### src/design/ppb_pkg.sv
// ----------------------------------------------------------------------------
// ppb_pkg: shared types and constants of the particle pusher
// Field widths, register indexes, boundary modes, status codes, the queue
// entry and the back-end state type.
// ----------------------------------------------------------------------------
package ppb_pkg;

   localparam int DATA_W      = 32;
   localparam int STEP_W      = 31;
   localparam int CCOUNT_W    = 13;
   localparam int CELLS_W     = 17;
   localparam int CELL_W      = 12;
   localparam int MODE_W      = 2;
   localparam int STATUS_W    = 2;
   localparam int CSR_IDX_W   = 3;
   localparam int QUEUE_DEPTH = 2;
   localparam int QPTR_W      = $clog2(QUEUE_DEPTH);
   localparam int QCNT_W      = $clog2(QUEUE_DEPTH + 1);

   typedef enum logic [CSR_IDX_W-1:0] {
      CSR_TIME_STEP   = 3'd0,
      CSR_LOWER_EDGE  = 3'd1,
      CSR_UPPER_EDGE  = 3'd2,
      CSR_INV_WIDTH   = 3'd3,
      CSR_CELL_COUNT  = 3'd4,
      CSR_BOUND_MODE  = 3'd5
   } csr_index_type;

   localparam logic [MODE_W-1:0] MODE_OPEN     = 2'd0;
   localparam logic [MODE_W-1:0] MODE_PERIODIC = 2'd1;
   localparam logic [MODE_W-1:0] MODE_REFLECT  = 2'd2;

   localparam logic [STATUS_W-1:0] ST_OK         = 2'd0;
   localparam logic [STATUS_W-1:0] ST_BELOW      = 2'd1;
   localparam logic [STATUS_W-1:0] ST_ABOVE      = 2'd2;
   localparam logic [STATUS_W-1:0] ST_FOLD_LIMIT = 2'd3;

   typedef struct packed {
      logic        [STEP_W-1:0]   time_step;
      logic signed [DATA_W-1:0]   lower_edge;
      logic signed [DATA_W-1:0]   upper_edge;
      logic        [STEP_W-1:0]   inverse_cell_width;
      logic        [CCOUNT_W-1:0] cell_count;
      logic        [MODE_W-1:0]   boundary_mode;
   } cfg_type;

   typedef struct packed {
      logic signed [DATA_W-1:0] position;
      logic signed [DATA_W-1:0] velocity;
   } push_item_type;

   typedef enum logic [2:0] {
      B_IDLE,
      B_FOLD,
      B_CLASSIFY,
      B_SCALE,
      B_DONE
   } back_state_type;

endpackage

### src/design/ppb_queue.sv
// ----------------------------------------------------------------------------
// ppb_queue: short queue between front end and back end
// Holds pushed particles so that each side can stall on its own.
// ----------------------------------------------------------------------------
module ppb_queue (
   input  logic                   clock,
   input  logic                   reset,
   input  logic                   push,
   input  ppb_pkg::push_item_type item_in,
   input  logic                   pop,
   output ppb_pkg::push_item_type item_out,
   output logic                   full,
   output logic                   empty
);

   localparam int DEPTH = ppb_pkg::QUEUE_DEPTH;
   localparam int PTR_W = ppb_pkg::QPTR_W;
   localparam int CNT_W = ppb_pkg::QCNT_W;

   ppb_pkg::push_item_type entries_ff [DEPTH];
   logic [PTR_W-1:0] wr_ptr_ff, rd_ptr_ff;
   logic [CNT_W-1:0] count_ff;

   function automatic logic [PTR_W-1:0] next_ptr(input logic [PTR_W-1:0] p);
      logic [PTR_W-1:0] r;
      if (p == PTR_W'(DEPTH - 1)) begin
         r = '0;
      end else begin
         r = p + PTR_W'(1);
      end
      return r;
   endfunction

   assign full     = (count_ff == CNT_W'(DEPTH));
   assign empty    = (count_ff == '0);
   assign item_out = entries_ff[rd_ptr_ff];

   always_ff @(posedge clock) begin
      if (reset) begin
         wr_ptr_ff <= '0;
         rd_ptr_ff <= '0;
         count_ff  <= '0;
      end else begin
         if (push) begin
            wr_ptr_ff <= next_ptr(wr_ptr_ff);
         end
         if (pop) begin
            rd_ptr_ff <= next_ptr(rd_ptr_ff);
         end
         if (push && !pop) begin
            count_ff <= count_ff + CNT_W'(1);
         end else if (pop && !push) begin
            count_ff <= count_ff - CNT_W'(1);
         end
      end
   end

   always_ff @(posedge clock) begin
      if (push) begin
         entries_ff[wr_ptr_ff] <= item_in;
      end
   end

endmodule

### config.mk
export PLATFORM = sky130hd
export DESIGN_NAME = ppb_queue
export DESIGN_NICKNAME = d
export VERILOG_FILES = /design/src/design/ppb_pkg.sv /design/src/design/ppb_queue.sv
export SDC_FILE = /design/constraint.sdc
export NUM_CORES = 1
export LEC_CHECK = 0
export ABC_CLOCK_PERIOD_IN_PS = 4500
export CAP_MARGIN = 10
export CORE_UTILIZATION = 55
export DETAILED_ROUTE_END_ITERATION = 16
export DONT_BUFFER_PORTS = 1
export PLACE_DENSITY = 0.76
export SETUP_SLACK_MARGIN = 0.2
export SLEW_MARGIN = 20
export SYNTH_ARGS = -nofsm -noshare
export SYNTH_HDL_FRONTEND = slang
export SYNTH_SLANG_ARGS = --single-unit
export TNS_END_PERCENT = 20
### constraint.sdc
create_clock -name clock -period 4.5 [get_ports clock]
set_input_delay 0.675 -clock clock [delete_from_list [all_inputs] [get_ports clock]]
set_output_delay 0.675 -clock clock [all_outputs]
set_load 0.01 [all_outputs]
==> results by group <==
Route
  – Via density: 5.63
  – Drt initial violations: just over 80
  – Post-route DRC: 0
  – Final wirelength: 7580 µm
  – Routed wire length per instance: ~21 µm
  – Via count: 1994
  – Post-route ant nets: 0
  – DRT Pass-1 Iters: 5

Power and ir drop
  – Power Dens Cells: 556 nW/µm²
  – Leakage: 1.87 nW
  – VDD IR-drop max: 0.438 mV

Critical path
  – CP Launch Type: flop
  – Setup CP Type: reg2out
  – Worst Path Required: 3.83 ns
  – Slowest cell on the critical path: dfxtp_2
  – Minimum setup slack among reg-to-reg paths: ~2.5 ns
  – FF-to-FF path depth: 2
  – CP endpoint kind: output port
  – Worst EP arrival: ~2.3 ns
  – Critical path cell sequence: buf_4 > mux2_2
  – Reg-to-Reg End: entries_ff[1][35]
  – Slowest cell delay on critical path: just over 0.9 ns
  – Crit-path max FO: 40
  – Reg-to-Reg Start: wr_ptr_ff

Layout
  – Register area: a little under 4000 µm²
  – Filler cells: 575
  – End-of-flow core utilization: around 67%
  – Area growth syn-to-layout: 15.2%
  – Final Cell Area: between 5000 and 6000 µm²
  – Layout cells sized above 1: 40.6%
  – Ant. Diodes: 0
  – Area of the multi-input gates: 833 µm²
  – Final net count: 306

Placed design
  – HPWL Detailed: 4780 µm
  – Setup WS pre-CTS: between 1.5 and 2 ns
  – Placed inst area: 4940 µm²
  – Buffers on Ports: 0
  – Routability cong.: 0.691

Synth
  – Syn_nets: 290
  – Post-synth top area share: 79.3%
  – Post-synthesis sequential area ratio: between 80% and 90%
  – Syn Inst Count: 221
  – Post-synth top area cell: edfxtp_1
  – Post-synth cell types: 16
  – FF+latch count, synth: roughly 130
  – Mapped cell area: 4850 µm²
  – Mapped Avg Cell Area: between 20 and 25 µm²
  – Warning count from the yosys run: 0
  – Ranking of synthesized cells by area: edfxtp_1 (79%), mux2_2 (15%), dfxtp_1 (2.1%)

Timing
  – Max transition margin: 36.7%
  – Setup Skew: 0.00624 ns
  – Final worst path period share: between 60% and 70%
  – Final min period: 2.99 ns
  – RSZ-0062 raised after global routing: no
  – PnR worst setup slack: 1.51 ns
  – Setup TNS: 0 ns
  – Final setup violation count: 0
  – Worst Tran Pin Value: 0.950 ns
  – Final Max Slew Viols: 0
  – FMAX: 334 MHz
  – Final hold vios: 0

Clocking
  – Htree depth: 4
  – CTS Buf Count: 17
  – CTS tree: yes
  – CTS resizes: 0
  – Clk slew on worst S/H paths: 0.06 ns
  – Root Driver: clkbuf_8
  – CTS sink cnt: 133
  – Setup Fix Bufs, Post-CTS: 0
  – Hold-fix buffer count after cts: 0
  – Bufs on Longest Clock Path: 2
  – Clk_lat worst skew: 0.50 ns

Floorplanning
  – IO Pins: 134
  – Starting Density: between 50 and 60%
  – Core Region: 8380 µm²
  – Die area: 9190 µm²
  – Die Wd: 95.9 µm
  – FP Rows: 33
  – Die height: between 90 and 100 µm

Global routing
  – Vias in the first global route: 2071
  – Global-route congestion overflow total: 0
  – Largest net degree at the start of global routing: 41
  – First-pass GRT wire length: ~11000 µm
  – Initial antenna violation count: 0
  – GRT Overall Usage: 16.9%

Run status
  – Status: completed

Worst hold path
  – Worst hold path type: in2reg
  – Hold Path Depth: 1
  – Hold_sp: reset

Job
  – MaxCap Viol Count: 0
[cells in the final DEF (no fill, tap or decap), types with 2 or more instances in the layout]
master | Yosys | final
nor2_1 | 5 | 5
clkbuf_16 | 0 | 16
clkinv_4 | 0 | 4
clkinv_2 | 0 | 2
dfxtp_1 | 5 | 4
xor2_1 | 2 | 2
bufinv_16 | 0 | 5
buf_4 | 1 | 3
clkbuf_1 | 0 | 2
xnor2_1 | 2 | 2
mux2_2 | 64 | 64
edfxtp_1 | 128 | 128
[registers in the layout, summed over array words and instances, names as in the netlist, named ones only]
name	count
count_ff	2
entries_ff	128
rd_ptr_ff	1
wr_ptr_ff	1
[through the flow]
| step | hold slack, ns | power (W) | instances |
|---|---|---|---|
| floorplan | 0.461 | 0.00167 | 221 |
| global placement | 0.474 | 0.00169 | 322 |
| detailed placement | 0.505 | 0.00169 | 322 |
| CTS | 0.211 | 0.00313 | 353 |
| global route | 0.217 | 0.00320 | 354 |
| finish | 0.244 | 0.00310 | 354 |
[area by class of cell]
cell class	count	share of cell area (%)
clock buffer	19	7.55
clock inverter	12	3.65
inverter	1	0.0672
multi-input combinational	80	14.9
sequential	133	70.7
tap	105	2.35
timing repair buffer	4	0.762
[cells by family after synthesis]
logic type / count (synthesis) / synth area share, %
xor gates and xnor gates: 4 / 0.723
and+or+nand+nor: 9 / 0.955
AOI/OAI and AO/OA: 2 / 0.206
adders and majority gates: 1 / 0.258
DFF: 133 / 81.4
muxes: 64 / 14.9
buffers and inverters: 8 / 1.63
[metal layers]
layer / wire (µm) / GRT usage (%) / vias to the layer above
li1: - / - / 900
met1: 2840 / 18.8 / 988
met2: 3740 / 26.5 / 101
met3: 949 / 9.56 / 5
met4: 52 / 7.46 / 0
met5: 0 / 0 / -
[cells in the mapped netlist]
master    instances
buf_4             1
o21ai_0           1
xnor2_1           2
buf_6             6
a21oi_1           1
nor2b_1           1
dfxtp_1           5
or3_1             1
nor2_1            5
and2b_2           1
inv_1             1
xor2_1            2
and2_1            1
mux2_2           64
ha_1              1
edfxtp_1        128
[power by group]
group / total (W) / switching [W] / internal (W)
sequential: 0.00148 / 0.0000324 / 0.00145
clock: 0.00143 / 0.000478 / 0.000955
combinational: 0.000191 / 0.000111 / 0.0000800
[worst max path at each step]
stage                     start          endpoint  slack [ns]  cells past startpoint
after global routing       flop      item_out[46]        1.30                      2
final                      flop      item_out[46]        1.51                      2
after detailed placement   flop      item_out[46]        1.95                      2
after CTS                  flop      item_out[46]        1.40                      2
after global placement     flop      item_out[54]        1.98                      2
after floorplan            push  entries_ff[0][0]        0.52                      1
[worst max-delay path: cells and delay by family (launching register included)]
| kind | cells | cell delay (ns) |
|---|---|---|
| muxes | 1 | 0.42 |
| buffers and inverters | 1 | 0.47 |
| DFF | 1 | 0.93 |
No activity file was read; power rests on OpenSTA's default activity.
