$ cat config.mk
export PLATFORM = sky130hd
export DESIGN_NAME = ppb_back
export DESIGN_NICKNAME = d
export VERILOG_FILES = /design/src/design/ppb_pkg.sv /design/src/design/ppb_back.sv
export SDC_FILE = /design/constraint.sdc
export NUM_CORES = 2
export LEC_CHECK = 0
export BUFFER_PORTS_ARGS = -buffer_cell sky130_fd_sc_hd__buf_4
export CORE_ASPECT_RATIO = 1.1
export CORE_MARGIN = 1.5
export CORE_UTILIZATION = 43
export DETAILED_ROUTE_END_ITERATION = 6
export HOLD_SLACK_MARGIN = 0.06
export SLEW_MARGIN = 20
export SYNTH_ARGS = -nofsm -noshare
export SYNTH_HDL_FRONTEND = slang
export SYNTH_SLANG_ARGS = --single-unit
$ cat constraint.sdc
create_clock -name clock -period 26 [get_ports clock]
set_clock_uncertainty 0.1 [all_clocks]
set_input_delay 7.8 -clock clock [delete_from_list [all_inputs] [get_ports clock]]
set_output_delay 7.8 -clock clock [all_outputs]
set_load 0.05 [all_outputs]
$ cat src/design/ppb_pkg.sv
// ----------------------------------------------------------------------------
// ppb_pkg: shared types and constants of the particle pusher
// Field widths, register indexes, boundary modes, status codes, the queue
// entry and the back-end state type.
// ----------------------------------------------------------------------------
package ppb_pkg;

   localparam int DATA_W      = 32;
   localparam int STEP_W      = 31;
   localparam int CCOUNT_W    = 13;
   localparam int CELLS_W     = 17;
   localparam int CELL_W      = 12;
   localparam int MODE_W      = 2;
   localparam int STATUS_W    = 2;
   localparam int CSR_IDX_W   = 3;
   localparam int QUEUE_DEPTH = 2;
   localparam int QPTR_W      = $clog2(QUEUE_DEPTH);
   localparam int QCNT_W      = $clog2(QUEUE_DEPTH + 1);

   typedef enum logic [CSR_IDX_W-1:0] {
      CSR_TIME_STEP   = 3'd0,
      CSR_LOWER_EDGE  = 3'd1,
      CSR_UPPER_EDGE  = 3'd2,
      CSR_INV_WIDTH   = 3'd3,
      CSR_CELL_COUNT  = 3'd4,
      CSR_BOUND_MODE  = 3'd5
   } csr_index_type;

   localparam logic [MODE_W-1:0] MODE_OPEN     = 2'd0;
   localparam logic [MODE_W-1:0] MODE_PERIODIC = 2'd1;
   localparam logic [MODE_W-1:0] MODE_REFLECT  = 2'd2;

   localparam logic [STATUS_W-1:0] ST_OK         = 2'd0;
   localparam logic [STATUS_W-1:0] ST_BELOW      = 2'd1;
   localparam logic [STATUS_W-1:0] ST_ABOVE      = 2'd2;
   localparam logic [STATUS_W-1:0] ST_FOLD_LIMIT = 2'd3;

   typedef struct packed {
      logic        [STEP_W-1:0]   time_step;
      logic signed [DATA_W-1:0]   lower_edge;
      logic signed [DATA_W-1:0]   upper_edge;
      logic        [STEP_W-1:0]   inverse_cell_width;
      logic        [CCOUNT_W-1:0] cell_count;
      logic        [MODE_W-1:0]   boundary_mode;
   } cfg_type;

   typedef struct packed {
      logic signed [DATA_W-1:0] position;
      logic signed [DATA_W-1:0] velocity;
   } push_item_type;

   typedef enum logic [2:0] {
      B_IDLE,
      B_FOLD,
      B_CLASSIFY,
      B_SCALE,
      B_DONE
   } back_state_type;

endpackage

$ cat src/design/ppb_back.sv
// ----------------------------------------------------------------------------
// ppb_back: boundary folding and cell binning back end
// Takes one particle at a time, folds it at the walls, classifies the final
// position, scales its offset into a cell index and holds the result beat.
// ----------------------------------------------------------------------------
module ppb_back #(
   parameter int MAX_FOLDS = 4,
   parameter int MAX_CELLS = 4096,
   parameter int FRAC_BITS = 16
) (
   input  logic                             clock,
   input  logic                             reset,
   input  ppb_pkg::cfg_type                 cfg,
   input  logic                             q_empty,
   input  ppb_pkg::push_item_type           q_item,
   output logic                             q_pop,
   output logic                             rsp_valid,
   input  logic                             rsp_stall,
   output logic signed [ppb_pkg::DATA_W-1:0] rsp_new_position,
   output logic signed [ppb_pkg::DATA_W-1:0] rsp_new_velocity_x,
   output logic        [ppb_pkg::CELL_W-1:0] rsp_cell_index,
   output logic        [ppb_pkg::STATUS_W-1:0] rsp_status
);

   localparam int DW     = ppb_pkg::DATA_W;
   localparam int CNT_W  = $clog2(MAX_FOLDS + 1);
   localparam int PW     = 34 + CNT_W;
   localparam int OFF_W  = 33;
   localparam int PROD_W = 64;
   localparam int G_W    = PROD_W - FRAC_BITS;
   localparam int CW     = ppb_pkg::CELLS_W;
   localparam int XW     = ppb_pkg::CELL_W;
   localparam int SW     = ppb_pkg::STATUS_W;

   ppb_pkg::back_state_type state_ff, state_in;

   logic signed [PW-1:0]     pos_ff;
   logic signed [DW-1:0]     vel_ff;
   logic [CNT_W-1:0]         count_ff;
   logic                     last_upper_ff, settled_ff;
   logic [SW-1:0]            status_ff;
   logic [XW-1:0]            cell_ff;
   logic [OFF_W-1:0]         off_ff;
   logic                     scale_ff;
   logic [PROD_W-1:0]        prod_ff;
   logic                     rsp_valid_ff;
   logic signed [DW-1:0]     rsp_pos_ff, rsp_vel_ff;
   logic [XW-1:0]            rsp_cell_ff;
   logic [SW-1:0]            rsp_status_ff;

   logic signed [PW-1:0] lo_w, hi_w, period, fold_pos;
   logic signed [DW-1:0] vel_neg;
   logic [PW-1:0]        off_full;
   logic                 above, below, folding_mode, reflect_mode;
   logic                 settled_now, fold_stop, off_big;
   logic [CW-1:0]        cells_raw, cells_eff;
   logic [G_W-1:0]       g;
   logic                 g_over;
   logic [SW-1:0]        fin_status;
   logic [XW-1:0]        fin_cell;
   logic                 out_free;
   logic                 load_item, fold_en, fold_exit, classify_en, scale_en, out_load;

   function automatic logic signed [DW-1:0] sat_pos(input logic signed [PW-1:0] s);
      logic signed [DW-1:0] r;
      if ((s[PW-1:DW-1] == '0) || (s[PW-1:DW-1] == '1)) begin
         r = s[DW-1:0];
      end else if (s[PW-1]) begin
         r = {1'b1, {(DW-1){1'b0}}};
      end else begin
         r = {1'b0, {(DW-1){1'b1}}};
      end
      return r;
   endfunction

   always_comb begin
      lo_w         = PW'(cfg.lower_edge);
      hi_w         = PW'(cfg.upper_edge);
      period       = hi_w - lo_w;
      above        = (pos_ff >= hi_w);
      below        = (pos_ff < lo_w);
      folding_mode = (cfg.boundary_mode == ppb_pkg::MODE_PERIODIC) ||
                     (cfg.boundary_mode == ppb_pkg::MODE_REFLECT);
      reflect_mode = (cfg.boundary_mode == ppb_pkg::MODE_REFLECT);
      settled_now  = reflect_mode && last_upper_ff && (pos_ff == hi_w);
      fold_stop    = settled_now || (count_ff == CNT_W'(MAX_FOLDS)) || !(above || below);
      if (reflect_mode) begin
         fold_pos = above ? ((hi_w <<< 1) - pos_ff) : ((lo_w <<< 1) - pos_ff);
      end else begin
         fold_pos = above ? (pos_ff - period) : (pos_ff + period);
      end
      vel_neg  = (vel_ff == {1'b1, {(DW-1){1'b0}}}) ? {1'b0, {(DW-1){1'b1}}} : -vel_ff;
      off_full = pos_ff - lo_w;
      off_big  = |off_full[PW-1:OFF_W];
   end

   always_comb begin
      cells_raw = CW'(cfg.cell_count);
      if (cells_raw == '0) begin
         cells_eff = CW'(1);
      end else if (cells_raw > CW'(MAX_CELLS)) begin
         cells_eff = CW'(MAX_CELLS);
      end else begin
         cells_eff = cells_raw;
      end
      g      = prod_ff[PROD_W-1:FRAC_BITS];
      g_over = (g >= G_W'(cells_eff));
      if (scale_ff) begin
         fin_status = g_over ? ppb_pkg::ST_ABOVE : ppb_pkg::ST_OK;
         fin_cell   = g_over ? '0 : g[XW-1:0];
      end else begin
         fin_status = status_ff;
         fin_cell   = cell_ff;
      end
   end

   assign out_free = ~rsp_valid_ff | ~rsp_stall;

   always_comb begin
      state_in = state_ff;
      unique case (state_ff)
         ppb_pkg::B_IDLE: begin
            if (!q_empty) begin
               state_in = (cfg.boundary_mode == ppb_pkg::MODE_PERIODIC ||
                           cfg.boundary_mode == ppb_pkg::MODE_REFLECT) ?
                          ppb_pkg::B_FOLD : ppb_pkg::B_CLASSIFY;
            end
         end
         ppb_pkg::B_FOLD: begin
            if (fold_stop) begin
               state_in = ppb_pkg::B_CLASSIFY;
            end
         end
         ppb_pkg::B_CLASSIFY: begin
            if (below || (pos_ff == hi_w) || off_big ||
                (folding_mode && !settled_ff && above)) begin
               state_in = ppb_pkg::B_DONE;
            end else begin
               state_in = ppb_pkg::B_SCALE;
            end
         end
         ppb_pkg::B_SCALE: begin
            state_in = ppb_pkg::B_DONE;
         end
         ppb_pkg::B_DONE: begin
            if (out_free) begin
               state_in = ppb_pkg::B_IDLE;
            end
         end
         default: begin
            state_in = ppb_pkg::B_IDLE;
         end
      endcase
   end

   always_comb begin
      load_item   = 1'b0;
      fold_en     = 1'b0;
      fold_exit   = 1'b0;
      classify_en = 1'b0;
      scale_en    = 1'b0;
      out_load    = 1'b0;
      unique case (state_ff)
         ppb_pkg::B_IDLE:     load_item   = ~q_empty;
         ppb_pkg::B_FOLD: begin
            fold_en   = ~fold_stop;
            fold_exit = fold_stop;
         end
         ppb_pkg::B_CLASSIFY: classify_en = 1'b1;
         ppb_pkg::B_SCALE:    scale_en    = 1'b1;
         ppb_pkg::B_DONE:     out_load    = out_free;
         default: begin
            load_item = 1'b0;
         end
      endcase
   end

   assign q_pop = load_item;

   always_ff @(posedge clock) begin
      if (reset) begin
         state_ff     <= ppb_pkg::B_IDLE;
         rsp_valid_ff <= 1'b0;
      end else begin
         state_ff <= state_in;
         if (out_load) begin
            rsp_valid_ff <= 1'b1;
         end else if (!rsp_stall) begin
            rsp_valid_ff <= 1'b0;
         end
      end
   end

   always_ff @(posedge clock) begin
      if (load_item) begin
         pos_ff        <= PW'(q_item.position);
         vel_ff        <= q_item.velocity;
         count_ff      <= '0;
         last_upper_ff <= 1'b0;
         settled_ff    <= 1'b0;
      end
      if (fold_en) begin
         pos_ff        <= fold_pos;
         vel_ff        <= reflect_mode ? vel_neg : vel_ff;
         count_ff      <= count_ff + CNT_W'(1);
         last_upper_ff <= above;
      end
      if (fold_exit) begin
         settled_ff <= settled_now;
      end
      if (classify_en) begin
         scale_ff  <= 1'b0;
         cell_ff   <= '0;
         off_ff    <= off_full[OFF_W-1:0];
         if (folding_mode && !settled_ff && (above || below)) begin
            status_ff <= ppb_pkg::ST_FOLD_LIMIT;
         end else if (below) begin
            status_ff <= ppb_pkg::ST_BELOW;
         end else if (pos_ff == hi_w) begin
            status_ff <= ppb_pkg::ST_OK;
            cell_ff   <= XW'(cells_eff - CW'(1));
         end else if (off_big) begin
            status_ff <= ppb_pkg::ST_ABOVE;
         end else begin
            status_ff <= ppb_pkg::ST_OK;
            scale_ff  <= 1'b1;
         end
      end
      if (scale_en) begin
         prod_ff <= PROD_W'(off_ff) * PROD_W'(cfg.inverse_cell_width);
      end
      if (out_load) begin
         rsp_pos_ff    <= sat_pos(pos_ff);
         rsp_vel_ff    <= vel_ff;
         rsp_cell_ff   <= fin_cell;
         rsp_status_ff <= fin_status;
      end
   end

   assign rsp_valid          = rsp_valid_ff;
   assign rsp_new_position   = rsp_pos_ff;
   assign rsp_new_velocity_x = rsp_vel_ff;
   assign rsp_cell_index     = rsp_cell_ff;
   assign rsp_status         = rsp_status_ff;

endmodule

==> metrics.md <==
| Metric | Value |
|---|---|
| Outcome | `completed` |
| Tcrit/Tclk final | `0.631` |
| Tmin final | `16.41 ns` |
| Hold-fix buffers, CTS | `0` |
| I/O Pins | `289` |
| Final Hold Vio Count | `0` |
| Nets | `7312` |
| DRT antenna net count | `0` |
| Most frequent cells in the layout | `998 x inv_1, 898 x fa_1, 784 x nand2_1` |
| Clk slew on worst S/H paths | `0.07 ns` |
| DRC viols | `0` |
| Setup_tns | `0 ns` |
| Drt pass-1 iters | `7` |
| Register area share after synthesis | `0.145` |
| Resized Gates After CTS | `0` |
| Critical Path AT | `8.51 ns` |
| WL final | `149000 um` |
| Post-synth cell types | `99` |
| Maxcap violations | `0` |
| Dpl ws | `9.59 ns` |
| Syn Inst Count | `5684` |
| Multi-input combinational cell area | `0.0397 sq mm` |
| DIE HEIGHT | `367 um` |
| Critical path startpoint category | `primary input` |
| Grt peak-use layer | `met2` |
| Clock root buffer | `clkbuf_16` |
| Via count | `40000` |
| H-tree depth | `1` |
| Num Clock Sinks | `252` |
| Worst-Margin Slew | `1.10 ns` |
| Critical path data required time | `18.10 ns` |
| GRT Util Overall | `0.245` |
| Worst hold-check path type | `register to register` |
| Kind of critical path | `primary input to output pin` |
| Cell Rows | `133` |
| Synth Cell Area | `0.0519 sq mm` |
| Met2 global-route usage | `0.405` |
| Syn nets | `7241` |
| Max-slew violation count | `0` |
| Num CTS Buffers | `28` |
| Layout cell share with drive strength beyond 1 | `0.0701` |
| Global-route wire length before repair | `234000 um` |
| Die width | `334 um` |
| RePlAce Congestion | `0.936` |
| Setup Buffers After CTS | `0` |
| CP max FO | `5` |
| CTS tree | `yes` |
| Finish-stage setup viols | `0` |
| Register area | `0.00753 sq mm` |
| Clk Latency, worst-skew pair | `0.63 ns` |
| Most common cell after layout, fill and taps aside | `inv_1` |
| Async SR Flop Fraction | `0` |
| YS warnings | `0` |
| RSZ-0062 raised after global routing | `false` |
| Setup slack after layout | `9.59 ns` |
| Yosys reg bits | `252` |
| Die area | `0.123 sq mm` |
| Core area | `0.120 sq mm` |
| WL per Instance | `20.4 um` |
| Met3 GRT Util | `0.0373` |
| Slew HR | `0.258` |
| GR Overflow Total | `0` |
| Clock Path Buffers | `3` |
| Dpl hpwl | `111000 um` |
| Post-synth EDFFs | `248` |
| Via/cell ratio | `5.46` |
| Crit path capture type | `output pin` |
| Fmax | `60.9 MHz` |
| P&R area growth vs syn | `8.16%` |
| GR Layer Usage met1 | `0.332` |
| Port Buffers | `257` |
| Main synth FF type | `edfxtp_1` |
| Mean Syn Cell Area | `9.14 sq um` |
| Filler cells | `11600` |
| DRT iter0 DRCs | `2526` |
| Vias in the first global route | `41500` |
| Initial antenna violation count | `4` |
| Largest net degree at the start of global routing | `67` |
| Dpl cell area | `0.0552 sq mm` |
| Final Cell Area | `0.0562 sq mm` |
| Initial Util | `0.434` |
==> metrics by stage <==
step                cells  hold WS [ns]   util
floorplan            5684         0.350      -
global placement     7277         0.364  0.462
detailed placement   7277         0.368  0.462
CTS                  7328         0.382  0.469
global route         7330         0.408  0.469
finish               7332         0.379  0.469
==> sequential cells by signal (all words and copies together), names as in the netlist, 3 cells and up <==
register / cells
cell_ff: 12
count_ff: 3
off_ff: 33
pos_ff: 37
prod_ff: 48
rsp_cell_index: 12
rsp_new_position: 32
rsp_new_velocity_x: 32
state_ff: 3
vel_ff: 32
==> cell type report <==
class	instances	share of cell area
Multi-Input combinational cell	4169	0.707
Sequential cell	252	0.134
Inverter	999	0.0668
Timing Repair Buffer	305	0.0408
Tap cell	1552	0.0346
Clock buffer	30	0.0126
Clock inverter	21	0.00394
Antenna cell	4	0.000178
==> synth_stat cells (12+ instances only) <==
| cell | count | area share |
|---|---|---|
| o21ai_0 | 191 | 0.018 |
| o21a_1 | 34 | 0.0049 |
| nand3_1 | 52 | 0.0050 |
| a21oi_1 | 237 | 0.023 |
| inv_1 | 998 | 0.072 |
| a21o_1 | 111 | 0.016 |
| edfxtp_1 | 248 | 0.14 |
| xor2_1 | 75 | 0.013 |
| nor4_1 | 27 | 0.0033 |
| o22a_1 | 27 | 0.0046 |
| a31oi_1 | 33 | 0.0040 |
| nor2_1 | 176 | 0.013 |
| and3_1 | 20 | 0.0024 |
| a211oi_1 | 30 | 0.0043 |
| nand2b_1 | 34 | 0.0041 |
| a32oi_1 | 12 | 0.0020 |
| nor2b_1 | 34 | 0.0041 |
| nand3b_1 | 17 | 0.0025 |
| xnor2_1 | 135 | 0.023 |
| fa_1 | 898 | 0.35 |
| and2_1 | 462 | 0.056 |
| clkbuf_1 | 248 | 0.018 |
| nor3_1 | 54 | 0.0052 |
| or3_1 | 17 | 0.0020 |
| o211ai_1 | 17 | 0.0025 |
| ha_1 | 450 | 0.11 |
| o31ai_1 | 17 | 0.0025 |
| o21bai_1 | 21 | 0.0030 |
| nand4_1 | 36 | 0.0043 |
| nand2_1 | 785 | 0.057 |
==> metal layers <==
metal | vias to the layer above | routed length, um | part of all wire
li1 | 18200 | - | -
met1 | 20200 | 63800 | 0.43
met2 | 1359 | 70000 | 0.47
met3 | 189 | 10900 | 0.073
met4 | 2 | 4610 | 0.031
met5 | - | 13 | 0.000087
==> critical path: stages <==
cell and delay (ns):
buf_4 0.11, nor2_1 0.07, nand2_1 0.21, inv_1 0.11, buf_4 0.20
==> kinds of logic after synthesis <==
kind of cell | count (synthesis) | synth area share
simple gates | 1761 | 0.166
mux | 15 | 0.00306
flops | 252 | 0.145
compound gates | 835 | 0.104
xor+xnor | 210 | 0.0354
buf+inv | 1263 | 0.0921
fa+ha+maj | 1348 | 0.455
==> path summary, 6_finish.rpt <==
| kind | to | start | slack (ns) | depth (start not counted) |
|---|---|---|---|---|
| worst max-delay path | q_pop | q_empty | 9.59 | 5 |
| worst min register to register | rsp_new_velocity_x[15]$_DFFE_PP_ | vel_ff[15]$_DFFE_PP_ | 0.38 | 0 |
| worst max register to register | prod_ff[63]$_DFFE_PN_ | off_ff[25]$_DFFE_PN_ | 17.15 | 26 |
| worst min-delay path | rsp_new_velocity_x[15]$_DFFE_PP_ | vel_ff[15]$_DFFE_PP_ | 0.38 | 0 |
Power is left out: the tool's default activity adds up to more than one toggle a clock period on the data nets, which glitch-free logic cannot reach.
